<file path="src/rtl/brf_pkg.sv">
// ----------------------------------------------------------------------------
// brf_pkg: shared types for the byte ring FIFO
// Item layouts on both channels, the queued command and back-end states.
// ----------------------------------------------------------------------------
`default_nettype none

package brf_pkg;

  localparam int BYTE_W = 8;   // stored byte
  localparam int LEN_W  = 7;   // read limit and bytes returned
  localparam int CFG_W  = 9;   // capacity register

  localparam logic OP_PUT  = 1'b0;
  localparam logic OP_READ = 1'b1;

  typedef struct packed {
    logic              opcode;
    logic [BYTE_W-1:0] put_byte;
    logic [LEN_W-1:0]  read_limit;
  } in_item_t;

  typedef struct packed {
    logic [BYTE_W-1:0] read_byte;
    logic              byte_valid;
    logic              last;
    logic [LEN_W-1:0]  bytes_read;
  } out_item_t;

  // Classified command held between front and back
  typedef struct packed {
    logic              is_read;
    logic [BYTE_W-1:0] data;
    logic [LEN_W-1:0]  limit;   // already clamped to the read maximum
  } cmd_t;

  typedef enum logic {
    BK_IDLE,
    BK_READ
  } back_state_t;

endpackage

`default_nettype wire

</file>
<file path="src/rtl/brf_ram.sv">
// ----------------------------------------------------------------------------
// brf_ram: generic single-write, single-read RAM
// One write port and one read port with registered, enable-held read data.
// ----------------------------------------------------------------------------
`default_nettype none

module brf_ram #(
  parameter int WIDTH = 8,
  parameter int DEPTH = 256
) (
  input  wire logic                     clk,
  input  wire logic                     we,
  input  wire logic [$clog2(DEPTH)-1:0] waddr,
  input  wire logic [WIDTH-1:0]         wdata,
  input  wire logic                     re,
  input  wire logic [$clog2(DEPTH)-1:0] raddr,
  output      logic [WIDTH-1:0]         rdata
);

  logic [WIDTH-1:0] mem_r [DEPTH];

  always_ff @(posedge clk) begin
    if (we) begin
      mem_r[waddr] <= wdata;
    end
    if (re) begin
      rdata <= mem_r[raddr];
    end
  end

endmodule

`default_nettype wire

</file>
<file path="src/rtl/brf_front.sv">
// ----------------------------------------------------------------------------
// brf_front: input acceptance, classification and command queue
// Decodes each item into a command and holds up to two for the back end.
// ----------------------------------------------------------------------------
`default_nettype none

module brf_front #(
  parameter int MAX_READ = 64
) (
  input  wire logic             clk,
  input  wire logic             rst_n,
  input  wire logic             in_valid,
  output      logic             in_stall,
  input  wire brf_pkg::in_item_t in_data,
  output      logic             q_valid,
  output      brf_pkg::cmd_t    q_cmd,
  input  wire logic             q_pop
);

  import brf_pkg::*;

  cmd_t       q_r [2];
  logic       head_r, head_nxt;
  logic       tail_r, tail_nxt;
  logic [1:0] cnt_r, cnt_nxt;
  logic       push;
  cmd_t       cmd_in;

  // Classify: decode opcode, clamp the read limit
  always_comb begin
    cmd_in.is_read = (in_data.opcode == OP_READ);
    cmd_in.data    = in_data.put_byte;
    cmd_in.limit   = (in_data.read_limit > LEN_W'(MAX_READ)) ? LEN_W'(MAX_READ)
                                                             : in_data.read_limit;
  end

  assign in_stall = (cnt_r == 2'd2);
  assign push     = in_valid && !in_stall;
  assign q_valid  = (cnt_r != 2'd0);
  assign q_cmd    = q_r[head_r];

  always_comb begin
    head_nxt = head_r;
    tail_nxt = tail_r;
    cnt_nxt  = cnt_r;
    if (push) begin
      tail_nxt = ~tail_r;
    end
    if (q_pop) begin
      head_nxt = ~head_r;
    end
    if (push && !q_pop) begin
      cnt_nxt = cnt_r + 2'd1;
    end else if (!push && q_pop) begin
      cnt_nxt = cnt_r - 2'd1;
    end
  end

  always_ff @(posedge clk) begin
    if (!rst_n) begin
      head_r <= 1'b0;
      tail_r <= 1'b0;
      cnt_r  <= 2'd0;
    end else begin
      head_r <= head_nxt;
      tail_r <= tail_nxt;
      cnt_r  <= cnt_nxt;
    end
  end

  always_ff @(posedge clk) begin
    if (push) begin
      q_r[tail_r] <= cmd_in;
    end
  end

endmodule

`default_nettype wire

</file>
<file path="src/rtl/brf_back.sv">
// ----------------------------------------------------------------------------
// brf_back: command execution and result output
// Owns the positions, the fill count, the byte store and the output stage.
// ----------------------------------------------------------------------------
`default_nettype none

module brf_back #(
  parameter int DEPTH = 256
) (
  input  wire logic                        clk,
  input  wire logic                        rst_n,
  input  wire logic [$clog2(DEPTH+1)-1:0]  cap_eff,
  input  wire logic                        cfg_clr,
  input  wire logic                        q_valid,
  input  wire brf_pkg::cmd_t               q_cmd,
  output      logic                        q_pop,
  output      logic                        busy,
  output      logic                        out_valid,
  input  wire logic                        out_stall,
  output      brf_pkg::out_item_t          out_data
);

  import brf_pkg::*;

  localparam int PW    = $clog2(DEPTH);
  localparam int CW    = $clog2(DEPTH + 1);
  localparam int NW    = (CW > LEN_W) ? CW : LEN_W;

  back_state_t      state_r, state_nxt;
  logic [PW-1:0]    rd_pos_r, rd_pos_nxt;
  logic [PW-1:0]    wr_pos_r, wr_pos_nxt;
  logic [CW-1:0]    cnt_r, cnt_nxt;
  logic [LEN_W-1:0] remain_r, remain_nxt;
  logic [LEN_W-1:0] total_r, total_nxt;
  logic             out_valid_r, out_valid_nxt;
  logic             out_bv_r, out_bv_nxt;
  logic             out_last_r, out_last_nxt;
  logic [LEN_W-1:0] out_len_r, out_len_nxt;

  logic [CW-1:0]    wr_inc, rd_inc;
  logic [PW-1:0]    wr_adv, rd_adv;
  logic [NW-1:0]    lim_ext, cnt_ext;
  logic [LEN_W-1:0] n_rd;
  logic             out_free;
  logic             ram_we, ram_re;
  logic [BYTE_W-1:0] ram_rdata;

  // Next positions, wrapping at the capacity in use
  always_comb begin
    wr_inc  = CW'(wr_pos_r) + CW'(1);
    rd_inc  = CW'(rd_pos_r) + CW'(1);
    wr_adv  = (wr_inc >= cap_eff) ? '0 : wr_inc[PW-1:0];
    rd_adv  = (rd_inc >= cap_eff) ? '0 : rd_inc[PW-1:0];
    lim_ext = NW'(q_cmd.limit);
    cnt_ext = NW'(cnt_r);
    n_rd    = (lim_ext < cnt_ext) ? q_cmd.limit : cnt_ext[LEN_W-1:0];
  end

  assign out_free = !out_valid_r || !out_stall;

  always_comb begin
    state_nxt     = state_r;
    rd_pos_nxt    = rd_pos_r;
    wr_pos_nxt    = wr_pos_r;
    cnt_nxt       = cnt_r;
    remain_nxt    = remain_r;
    total_nxt     = total_r;
    out_valid_nxt = out_valid_r && out_stall;
    out_bv_nxt    = out_bv_r;
    out_last_nxt  = out_last_r;
    out_len_nxt   = out_len_r;
    q_pop         = 1'b0;
    ram_we        = 1'b0;
    ram_re        = 1'b0;

    case (state_r)
      BK_IDLE: begin
        if (q_valid) begin
          if (!q_cmd.is_read) begin
            // Put: store, advance write side, drop oldest when full
            q_pop      = 1'b1;
            ram_we     = 1'b1;
            wr_pos_nxt = wr_adv;
            if (cnt_r >= cap_eff) begin
              rd_pos_nxt = rd_adv;
            end else begin
              cnt_nxt = cnt_r + CW'(1);
            end
          end else if (n_rd != '0) begin
            q_pop      = 1'b1;
            remain_nxt = n_rd;
            total_nxt  = n_rd;
            state_nxt  = BK_READ;
          end else if (out_free) begin
            // Empty read: one marker result
            q_pop         = 1'b1;
            out_valid_nxt = 1'b1;
            out_bv_nxt    = 1'b0;
            out_last_nxt  = 1'b1;
            out_len_nxt   = '0;
          end
        end
      end
      BK_READ: begin
        if (out_free) begin
          ram_re        = 1'b1;
          out_valid_nxt = 1'b1;
          out_bv_nxt    = 1'b1;
          out_last_nxt  = (remain_r == LEN_W'(1));
          out_len_nxt   = total_r;
          rd_pos_nxt    = rd_adv;
          cnt_nxt       = cnt_r - CW'(1);
          remain_nxt    = remain_r - LEN_W'(1);
          if (remain_r == LEN_W'(1)) begin
            state_nxt = BK_IDLE;
          end
        end
      end
      default: begin
        state_nxt = BK_IDLE;
      end
    endcase

    if (cfg_clr) begin
      rd_pos_nxt = '0;
      wr_pos_nxt = '0;
      cnt_nxt    = '0;
    end
  end

  always_ff @(posedge clk) begin
    if (!rst_n) begin
      state_r     <= BK_IDLE;
      rd_pos_r    <= '0;
      wr_pos_r    <= '0;
      cnt_r       <= '0;
      out_valid_r <= 1'b0;
    end else begin
      state_r     <= state_nxt;
      rd_pos_r    <= rd_pos_nxt;
      wr_pos_r    <= wr_pos_nxt;
      cnt_r       <= cnt_nxt;
      out_valid_r <= out_valid_nxt;
    end
  end

  always_ff @(posedge clk) begin
    remain_r   <= remain_nxt;
    total_r    <= total_nxt;
    out_bv_r   <= out_bv_nxt;
    out_last_r <= out_last_nxt;
    out_len_r  <= out_len_nxt;
  end

  brf_ram #(
    .WIDTH (BYTE_W),
    .DEPTH (DEPTH)
  ) u_store (
    .clk   (clk),
    .we    (ram_we),
    .waddr (wr_pos_r),
    .wdata (q_cmd.data),
    .re    (ram_re),
    .raddr (rd_pos_r),
    .rdata (ram_rdata)
  );

  assign busy                = (state_r != BK_IDLE) || out_valid_r;
  assign out_valid           = out_valid_r;
  assign out_data.read_byte  = out_bv_r ? ram_rdata : '0;
  assign out_data.byte_valid = out_bv_r;
  assign out_data.last       = out_last_r;
  assign out_data.bytes_read = out_len_r;

endmodule

`default_nettype wire

</file>
<file path="src/rtl/byte_ring_fifo_overwrite.sv">
// ----------------------------------------------------------------------------
// byte_ring_fifo_overwrite: circular byte FIFO that overwrites its oldest byte
// Puts store bytes; reads stream up to a limit of bytes, oldest first.
// ----------------------------------------------------------------------------
// Puts: one per cycle sustained while no read holds the back end; no result.
// Reads of n bytes: a setup step, then one byte per cycle while the sink does
//   not stall, paced by the single read port of the byte store; an empty read gives one marker result.
// The first byte of a read passes the front queue, the back-end read state and the registered store read.
// Reset: positions and fill count cleared, capacity = min(256, DEPTH); the
//   byte store is not cleared and needs no clearing pass.
// ----------------------------------------------------------------------------
`default_nettype none

module byte_ring_fifo_overwrite #(
  parameter int DEPTH    = 256,
  parameter int MAX_READ = 64
) (
  input  wire logic                      clk,
  input  wire logic                      rst_n,
  input  wire logic                      in_valid,
  output      logic                      in_stall,
  input  wire brf_pkg::in_item_t         in_data,
  output      logic                      out_valid,
  input  wire logic                      out_stall,
  output      brf_pkg::out_item_t        out_data,
  input  wire logic                      cfg_valid,
  output      logic                      cfg_ready,
  input  wire logic [brf_pkg::CFG_W-1:0] cfg_data
);

  import brf_pkg::*;

  localparam int CW      = $clog2(DEPTH + 1);
  localparam int CMP_W   = (CW > CFG_W) ? CW : CFG_W;
  localparam int CAP_RST = (DEPTH < 256) ? DEPTH : 256;

  logic          q_valid;
  cmd_t          q_cmd;
  logic          q_pop;
  logic          back_busy;
  logic          cfg_wr;
  logic [CW-1:0] cap_eff_r, cap_eff_nxt;
  logic [CMP_W-1:0] cfg_ext;

  // Take a capacity write only when nothing is queued or in flight
  assign cfg_ready = !back_busy && !q_valid;
  assign cfg_wr    = cfg_valid && cfg_ready;

  // Clamp the written capacity into 1..DEPTH once, at the transfer
  always_comb begin
    cfg_ext     = CMP_W'(cfg_data);
    cap_eff_nxt = cap_eff_r;
    if (cfg_wr) begin
      if (cfg_ext == '0) begin
        cap_eff_nxt = CW'(1);
      end else if (cfg_ext > CMP_W'(DEPTH)) begin
        cap_eff_nxt = CW'(DEPTH);
      end else begin
        cap_eff_nxt = cfg_ext[CW-1:0];
      end
    end
  end

  always_ff @(posedge clk) begin
    if (!rst_n) begin
      cap_eff_r <= CW'(CAP_RST);
    end else begin
      cap_eff_r <= cap_eff_nxt;
    end
  end

  // Front: accept, classify, queue
  brf_front #(
    .MAX_READ (MAX_READ)
  ) u_front (
    .clk      (clk),
    .rst_n    (rst_n),
    .in_valid (in_valid),
    .in_stall (in_stall),
    .in_data  (in_data),
    .q_valid  (q_valid),
    .q_cmd    (q_cmd),
    .q_pop    (q_pop)
  );

  // Back: execute puts and reads, drive results; a capacity write empties it
  brf_back #(
    .DEPTH (DEPTH)
  ) u_back (
    .clk       (clk),
    .rst_n     (rst_n),
    .cap_eff   (cap_eff_r),
    .cfg_clr   (cfg_wr),
    .q_valid   (q_valid),
    .q_cmd     (q_cmd),
    .q_pop     (q_pop),
    .busy      (back_busy),
    .out_valid (out_valid),
    .out_stall (out_stall),
    .out_data  (out_data)
  );

endmodule

`default_nettype wire

</file>
<file path="config.mk">
export PLATFORM = sky130hd
export DESIGN_NAME = byte_ring_fifo_overwrite
export DESIGN_NICKNAME = d
export VERILOG_FILES = /design/src/rtl/brf_pkg.sv /design/src/rtl/brf_ram.sv /design/src/rtl/brf_front.sv /design/src/rtl/brf_back.sv /design/src/rtl/byte_ring_fifo_overwrite.sv
export SDC_FILE = /design/constraint.sdc
export NUM_CORES = 2
export LEC_CHECK = 0
export BUFFER_PORTS_ARGS = -buffer_cell sky130_fd_sc_hd__buf_4
export CAP_MARGIN = 20
export CORE_AREA = 2 2 437 439
export DETAILED_ROUTE_END_ITERATION = 10
export DIE_AREA = 0 0 439 441
export PLACE_DENSITY = 0.63
export SYNTH_ARGS = -nofsm -noshare
export SYNTH_HDL_FRONTEND = slang
export SYNTH_SLANG_ARGS = --single-unit
</file>
<file path="constraint.sdc">
create_clock -name clk -period 3.97 [get_ports clk]
set_input_delay 1.191 -clock clk [delete_from_list [all_inputs] [get_ports clk]]
set_output_delay 1.191 -clock clk [all_outputs]
set_load 0.02 [all_outputs]
</file>
**Word level (Yosys, flattened, before mapping)**

Memories as Yosys holds them, arrays and structs flattened. A register that Yosys moved wholly into a read port is not among the register bits.
Cells that the tools add are included.

- Word-level logic and storage cells: 138
- Bits in latches: 0
- RAM bits: 2080
- Memories kept: 2
- Memory bits (read-only): 0
- Output and inout bits: 20
- Register bits after elaboration: 63

Memories:

| memory | depth | bits a word | rd ports | clocked after Yosys merged registers in | write ports | RTL line | text |
|---|---|---|---|---|---|---|---|
| u_back.u_store.mem_r | 256 | 8 | 1 | 1 | 1 | brf_ram.sv:20 | `logic [WIDTH-1:0] mem_r [DEPTH];` |
| u_front.q_r | 2 | 16 | 1 | 1 | 1 | brf_front.sv:22 | `cmd_t q_r [2];` |

- Order comparisons: 6
- Equal/unequal tests: 11
- Shifts and indexed selects: 0
- Bitwise logic cells: 5
- Reduce and logical (&&, ||, !) cells: 26
- Multipliers: 0
- Mux-type cells: 67
- Add/sub/neg operators: 7
- Div/mod/pow operators: 0

Operator list:

| kind | count |
|---|---|
| $mux W7 | 11 |
| $mux W8 | 7 |
| $mux W9 | 6 |
| $mux W1 | 33 |
| $pmux W7 S2 | 2 |
| $ge A9 B9 Y1 | 3 |
| $add A8 B1 Y9 const B | 2 |
| $pmux W9 S2 | 1 |
| $pmux W8 S2 | 1 |
| $reduce_and A4 Y1 | 4 |
| $ne A2 B2 Y1 const B | 5 |
| $add A9 B1 Y9 const B | 1 |
| $gt A9 B9 Y1 const B | 1 |
| $logic_not A9 Y1 | 1 |
| $lt A7 B9 Y1 | 1 |
| $sub A9 B1 Y9 const B | 1 |
| $ne A2 B1 Y1 const B | 4 |
| $pmux W1 S2 | 4 |
| $eq A7 B1 Y1 const B | 1 |
| $gt A7 B7 Y1 const B | 1 |
| $logic_not A1 Y1 | 7 |
| $reduce_bool A7 Y1 | 1 |
| $sub A7 B1 Y7 const B | 1 |
| $logic_and A1 B1 Y1 | 6 |
| 10 further kinds | 17 |

**Longest topological paths before layout**

- Depth in word-level cells: 10
- Gate-level depth with buffers: 15
- Gate-level depth less buffers: 11

**Cells and area by module**

Synthesis repeated with hierarchy kept, for this count alone.

- Cells, all modules: 4219
- Area, all modules: 84956.5 sq um

Modules (own cells, without submodules):

| module | cells an instance | sequential area each (sq um) | times used | area an instance (sq um) |
|---|---|---|---|---|
| brf_ram | 3733 | 61739.2 | 1 | 79636.4 |
| brf_back | 362 | 1231.2 | 1 | 3510.9 |
| brf_front | 82 | 1061.0 | 1 | 1432.6 |
| byte_ring_fifo_overwrite | 42 | 180.2 | 1 | 376.6 |

**Worst setup path before layout**

OpenSTA, ideal clock, no wires.

- Kind: flip-flop to flip-flop
- Start point: reg (tool-made name)
- End point: reg u_front.cnt_r[1]
- Cell stages (with the launch flop): 13
- Path buffers: 2
- Library setup time: 0.076 ns
- Required time: 3.894 ns
- Slack: 0.710 ns
- Arrival: 3.184 ns
- Path through: dfxtp_1 -> buf_4 -> buf_1 -> mux2_2 -> ha_1 -> nand2_1 -> a211oi_1 -> o21ai_4 -> mux2i_1 -> o31ai_2 -> ha_1 -> or3_1 -> a21boi_0

RTL lines:

| what | RTL line | text |
|---|---|---|
| end signal, assigned | brf_front.sv:67 | `cnt_r <= cnt_nxt;` |
| end, declared | brf_front.sv:25 | `logic [1:0] cnt_r, cnt_nxt;` |

==> results.md <==
- Status: finished, final reports clean
- Width of the chip: 439 um
- Global Route Usage Sum: 0.220
- Post-CTS sizing: 0
- Vias: 42600
- Drt total wl: 212000 um
- EDFF count, synth: 2111
- Initial antenna violation count: 4
- CTS root buf: clkbuf_16
- Max_cap viols: 0
- Vias in the first global route: 41900
- Non-filler cells, final: 7146
- Final Hold Viols: 0
- DRT Pass-1 Iters: 7
- Slew headroom: 0.220
- Htree depth: 4
- RSZ-0062 raised after global routing: no
- Crit. End Element: flip-flop
- Setup Skew: 0.0641 ns
- Arrival time at the worst endpoint: 4.27 ns
- Yosys reg bits: 2152
- Distinct cells, synth: 69
- Total negative slack: 0 ns
- Yosys top cell by area: edfxtp_1
- Vias per cell: 5.96
- Nets: 4537
- Largest net degree at the start of global routing: 142
- Min Tclk post-route: 3.48 ns
- Final number of setup-violating endpoints: 0
- Net count after synthesis: 4224
- Number of remaining DRC errors: 0
- YS warnings: 0
- Critical Path RT: 4.75 ns
- Setup WS post-layout: 0.486 ns
- GRT overflow: 0
- Final Max Tran Viols: 0
- Initial Util: 0.446
- First-pass GRT wire length: 306000 um
- P&R area growth vs syn: 13.7%
- ANT cells: 0
- # rows: 160
- Top Ports: 50
- CTS sink count: 2152
- Startpoint types: flip-flop
- Avg Synthesized Cell Area: 20.4 um2
- Tcrit/Tclk final: 0.878
- Post-synthesis async set-or-reset flop share: 0
- Clock latency on the worst-skew pair: 0.89 ns
- Number of setup buffers added after CTS: 0
- Share of the synthesized area in the top cell type: 0.751
- Mapped cell area: 84500 um2
- Die area: 194000 um2
- Gate Count Post-Synth: 4145
- Antenna Nets Post-Route: 0
- Die H: 441 um
- CTS clk-pin slew, worst paths: 0.06 ns
- Number of CTS-inserted buffers: 209
- Post-synthesis sequential area ratio: 0.760
- Kind of critical path: flip-flop to flip-flop
- Place WS: 0.523 ns
- Fillcell total: 14900
- 1st-iter DRT viols: 5240
- Slew @ Worst Pin: 1.17 ns
- CTS tree: done
- Pwr dens: 574 nW/um2
- Routed wire length per instance: 29.7 um
- GP Congestion: 0.878
- Placed cell count: 6758
- Hold Buf Count CTS: 0
- Longest Clk Path Bufs: 3
- Layout cells sized above 1: 0.254
- Leakage: 0.0295 uW
- Worst min path class: flip-flop to flip-flop
- Core area: 189000 um2
- Top cells by area, synth: edfxtp_1, mux4_2, nor2_1, mux2i_1, dfxtp_1
- Main flop type after synthesis: edfxtp_1
- # port buffers: 49
- Max IR drop VDD: 0.522 mV
- CP Max Fanout: 10
- Design Power: 55100 uW
- Dpl hpwl: 130000 um
- Fmax: 0.287 GHz
## cell families (layout without fill, tap and decap cells)
group	count (synthesis)	in the layout	share of synthesized area
and+or+nand+nor	617	617	0.0324
muxes	595	595	0.142
xor gates and xnor gates	26	26	0.00270
buffers and inverters	271	761	0.0186
DFF	2152	2152	0.760
adders and majority gates	50	50	0.00747
AOI/OAI and AO/OA	434	434	0.0365
## final timing paths
path / start / endpoint / slack (ns) / cells after the start
worst max-delay path: flip-flop / u_front.cnt_r[1] / 0.49 / 10
worst min-delay path: cap_eff_r[1] / cap_eff_r[1] / 0.52 / 2
worst max register to register: flip-flop / u_front.cnt_r[1] / 0.49 / 10
worst min register to register: cap_eff_r[1] / cap_eff_r[1] / 0.52 / 2
## power breakdown
part	internal (uW)	switching [uW]	total [uW]	leakage, uW
sequential	27000	256	27200	0.0193
combinational	3210	5250	8460	0.00690
clock	10900	8530	19400	0.00327
total	41100	14000	55100	0.0295
## worst max-delay path, stage by stage (launching register included)
cell and delay [ns]:
dfxtp_1 0.61, mux2_2 0.43, ha_1 0.32, a21oi_1 0.23, o211ai_1 0.19, o21ai_4 0.32
mux2i_1 0.36, o31ai_2 0.12, ha_1 0.34, or3_1 0.34, a21boi_0 0.16
## metrics by stage
| step | util | hold WS (ns) | instance area (um2) |
|---|---|---|---|
| floorplan | - | 0.472 | 84500 |
| global placement | 0.472 | 0.503 | 89300 |
| detailed placement | 0.472 | 0.504 | 89300 |
| CTS | 0.508 | 0.473 | 96000 |
| global route | 0.508 | 0.492 | 96000 |
| finish | 0.508 | 0.517 | 96000 |
## cells in the mapped netlist, types with 26 or more instances
cell type / instances
inv_1: 34
a21oi_1: 60
nand2_1: 102
a22oi_1: 47
clkbuf_1: 88
dfxtp_1: 41
edfxtp_1: 2111
ha_1: 48
a211oi_1: 26
mux4_2: 474
nor2_1: 345
buf_4: 48
buf_2: 59
o22ai_1: 116
nor3_1: 29
and2_1: 27
mux2i_1: 94
a22o_1: 41
## layout make-up
type,instances,area (um2),share of cell area
flip-flops and latches,2152,64200,0.669
repair buffers,339,2970,0.0309
well taps,2511,3140,0.0327
inverters,34,128,0.00133
clock inverters,122,1250,0.0130
multi-input cells,1722,18900,0.196
clock buffers,266,5460,0.0569
## state kept, by name, summed over array words and instances, names as in the netlist, 2 cells and up, named ones only
name and cells:
u_back.u_store.mem_r 2048, u_front.q_r 32, cap_eff_r 9, u_back.cnt_ext 9, u_back.rd_pos_r 8, u_back.u_store.rdata 8
u_back.wr_pos_r 8, u_back.out_len_r 7, u_back.remain_r 7, u_back.total_r 7, u_front.cnt_r 2
## per-layer routing
| layer | wire length (um) | track usage |
|---|---|---|
| met5 | 37 | 0 |
| met3 | 17500 | 0.0423 |
| met2 | 99300 | 0.337 |
| met1 | 89400 | 0.320 |
| met4 | 6090 | 0.0650 |
## cells in the final DEF (no fill, tap or decap), types with 16 or more instances in the layout
cell type / n
a211o_1: 16
a211oi_1: 26
a21oi_1: 60
a221oi_1: 25
a22o_1: 41
a22oi_1: 47
a31oi_1: 17
and2_1: 26
buf_12: 33
buf_4: 303
bufinv_16: 17
clkbuf_1: 55
clkbuf_16: 209
clkinv_1: 41
clkinv_2: 41
dfxtp_1: 37
edfxtp_1: 2111
ha_1: 48
inv_1: 34
mux2i_1: 94
mux4_2: 474
nand2_1: 90
nand2b_1: 18
nand3_1: 19
nor2_1: 343
nor3_1: 29
o21ai_0: 23
o22ai_1: 116
xnor2_1: 17
Power figures use the tool's default switching activity.
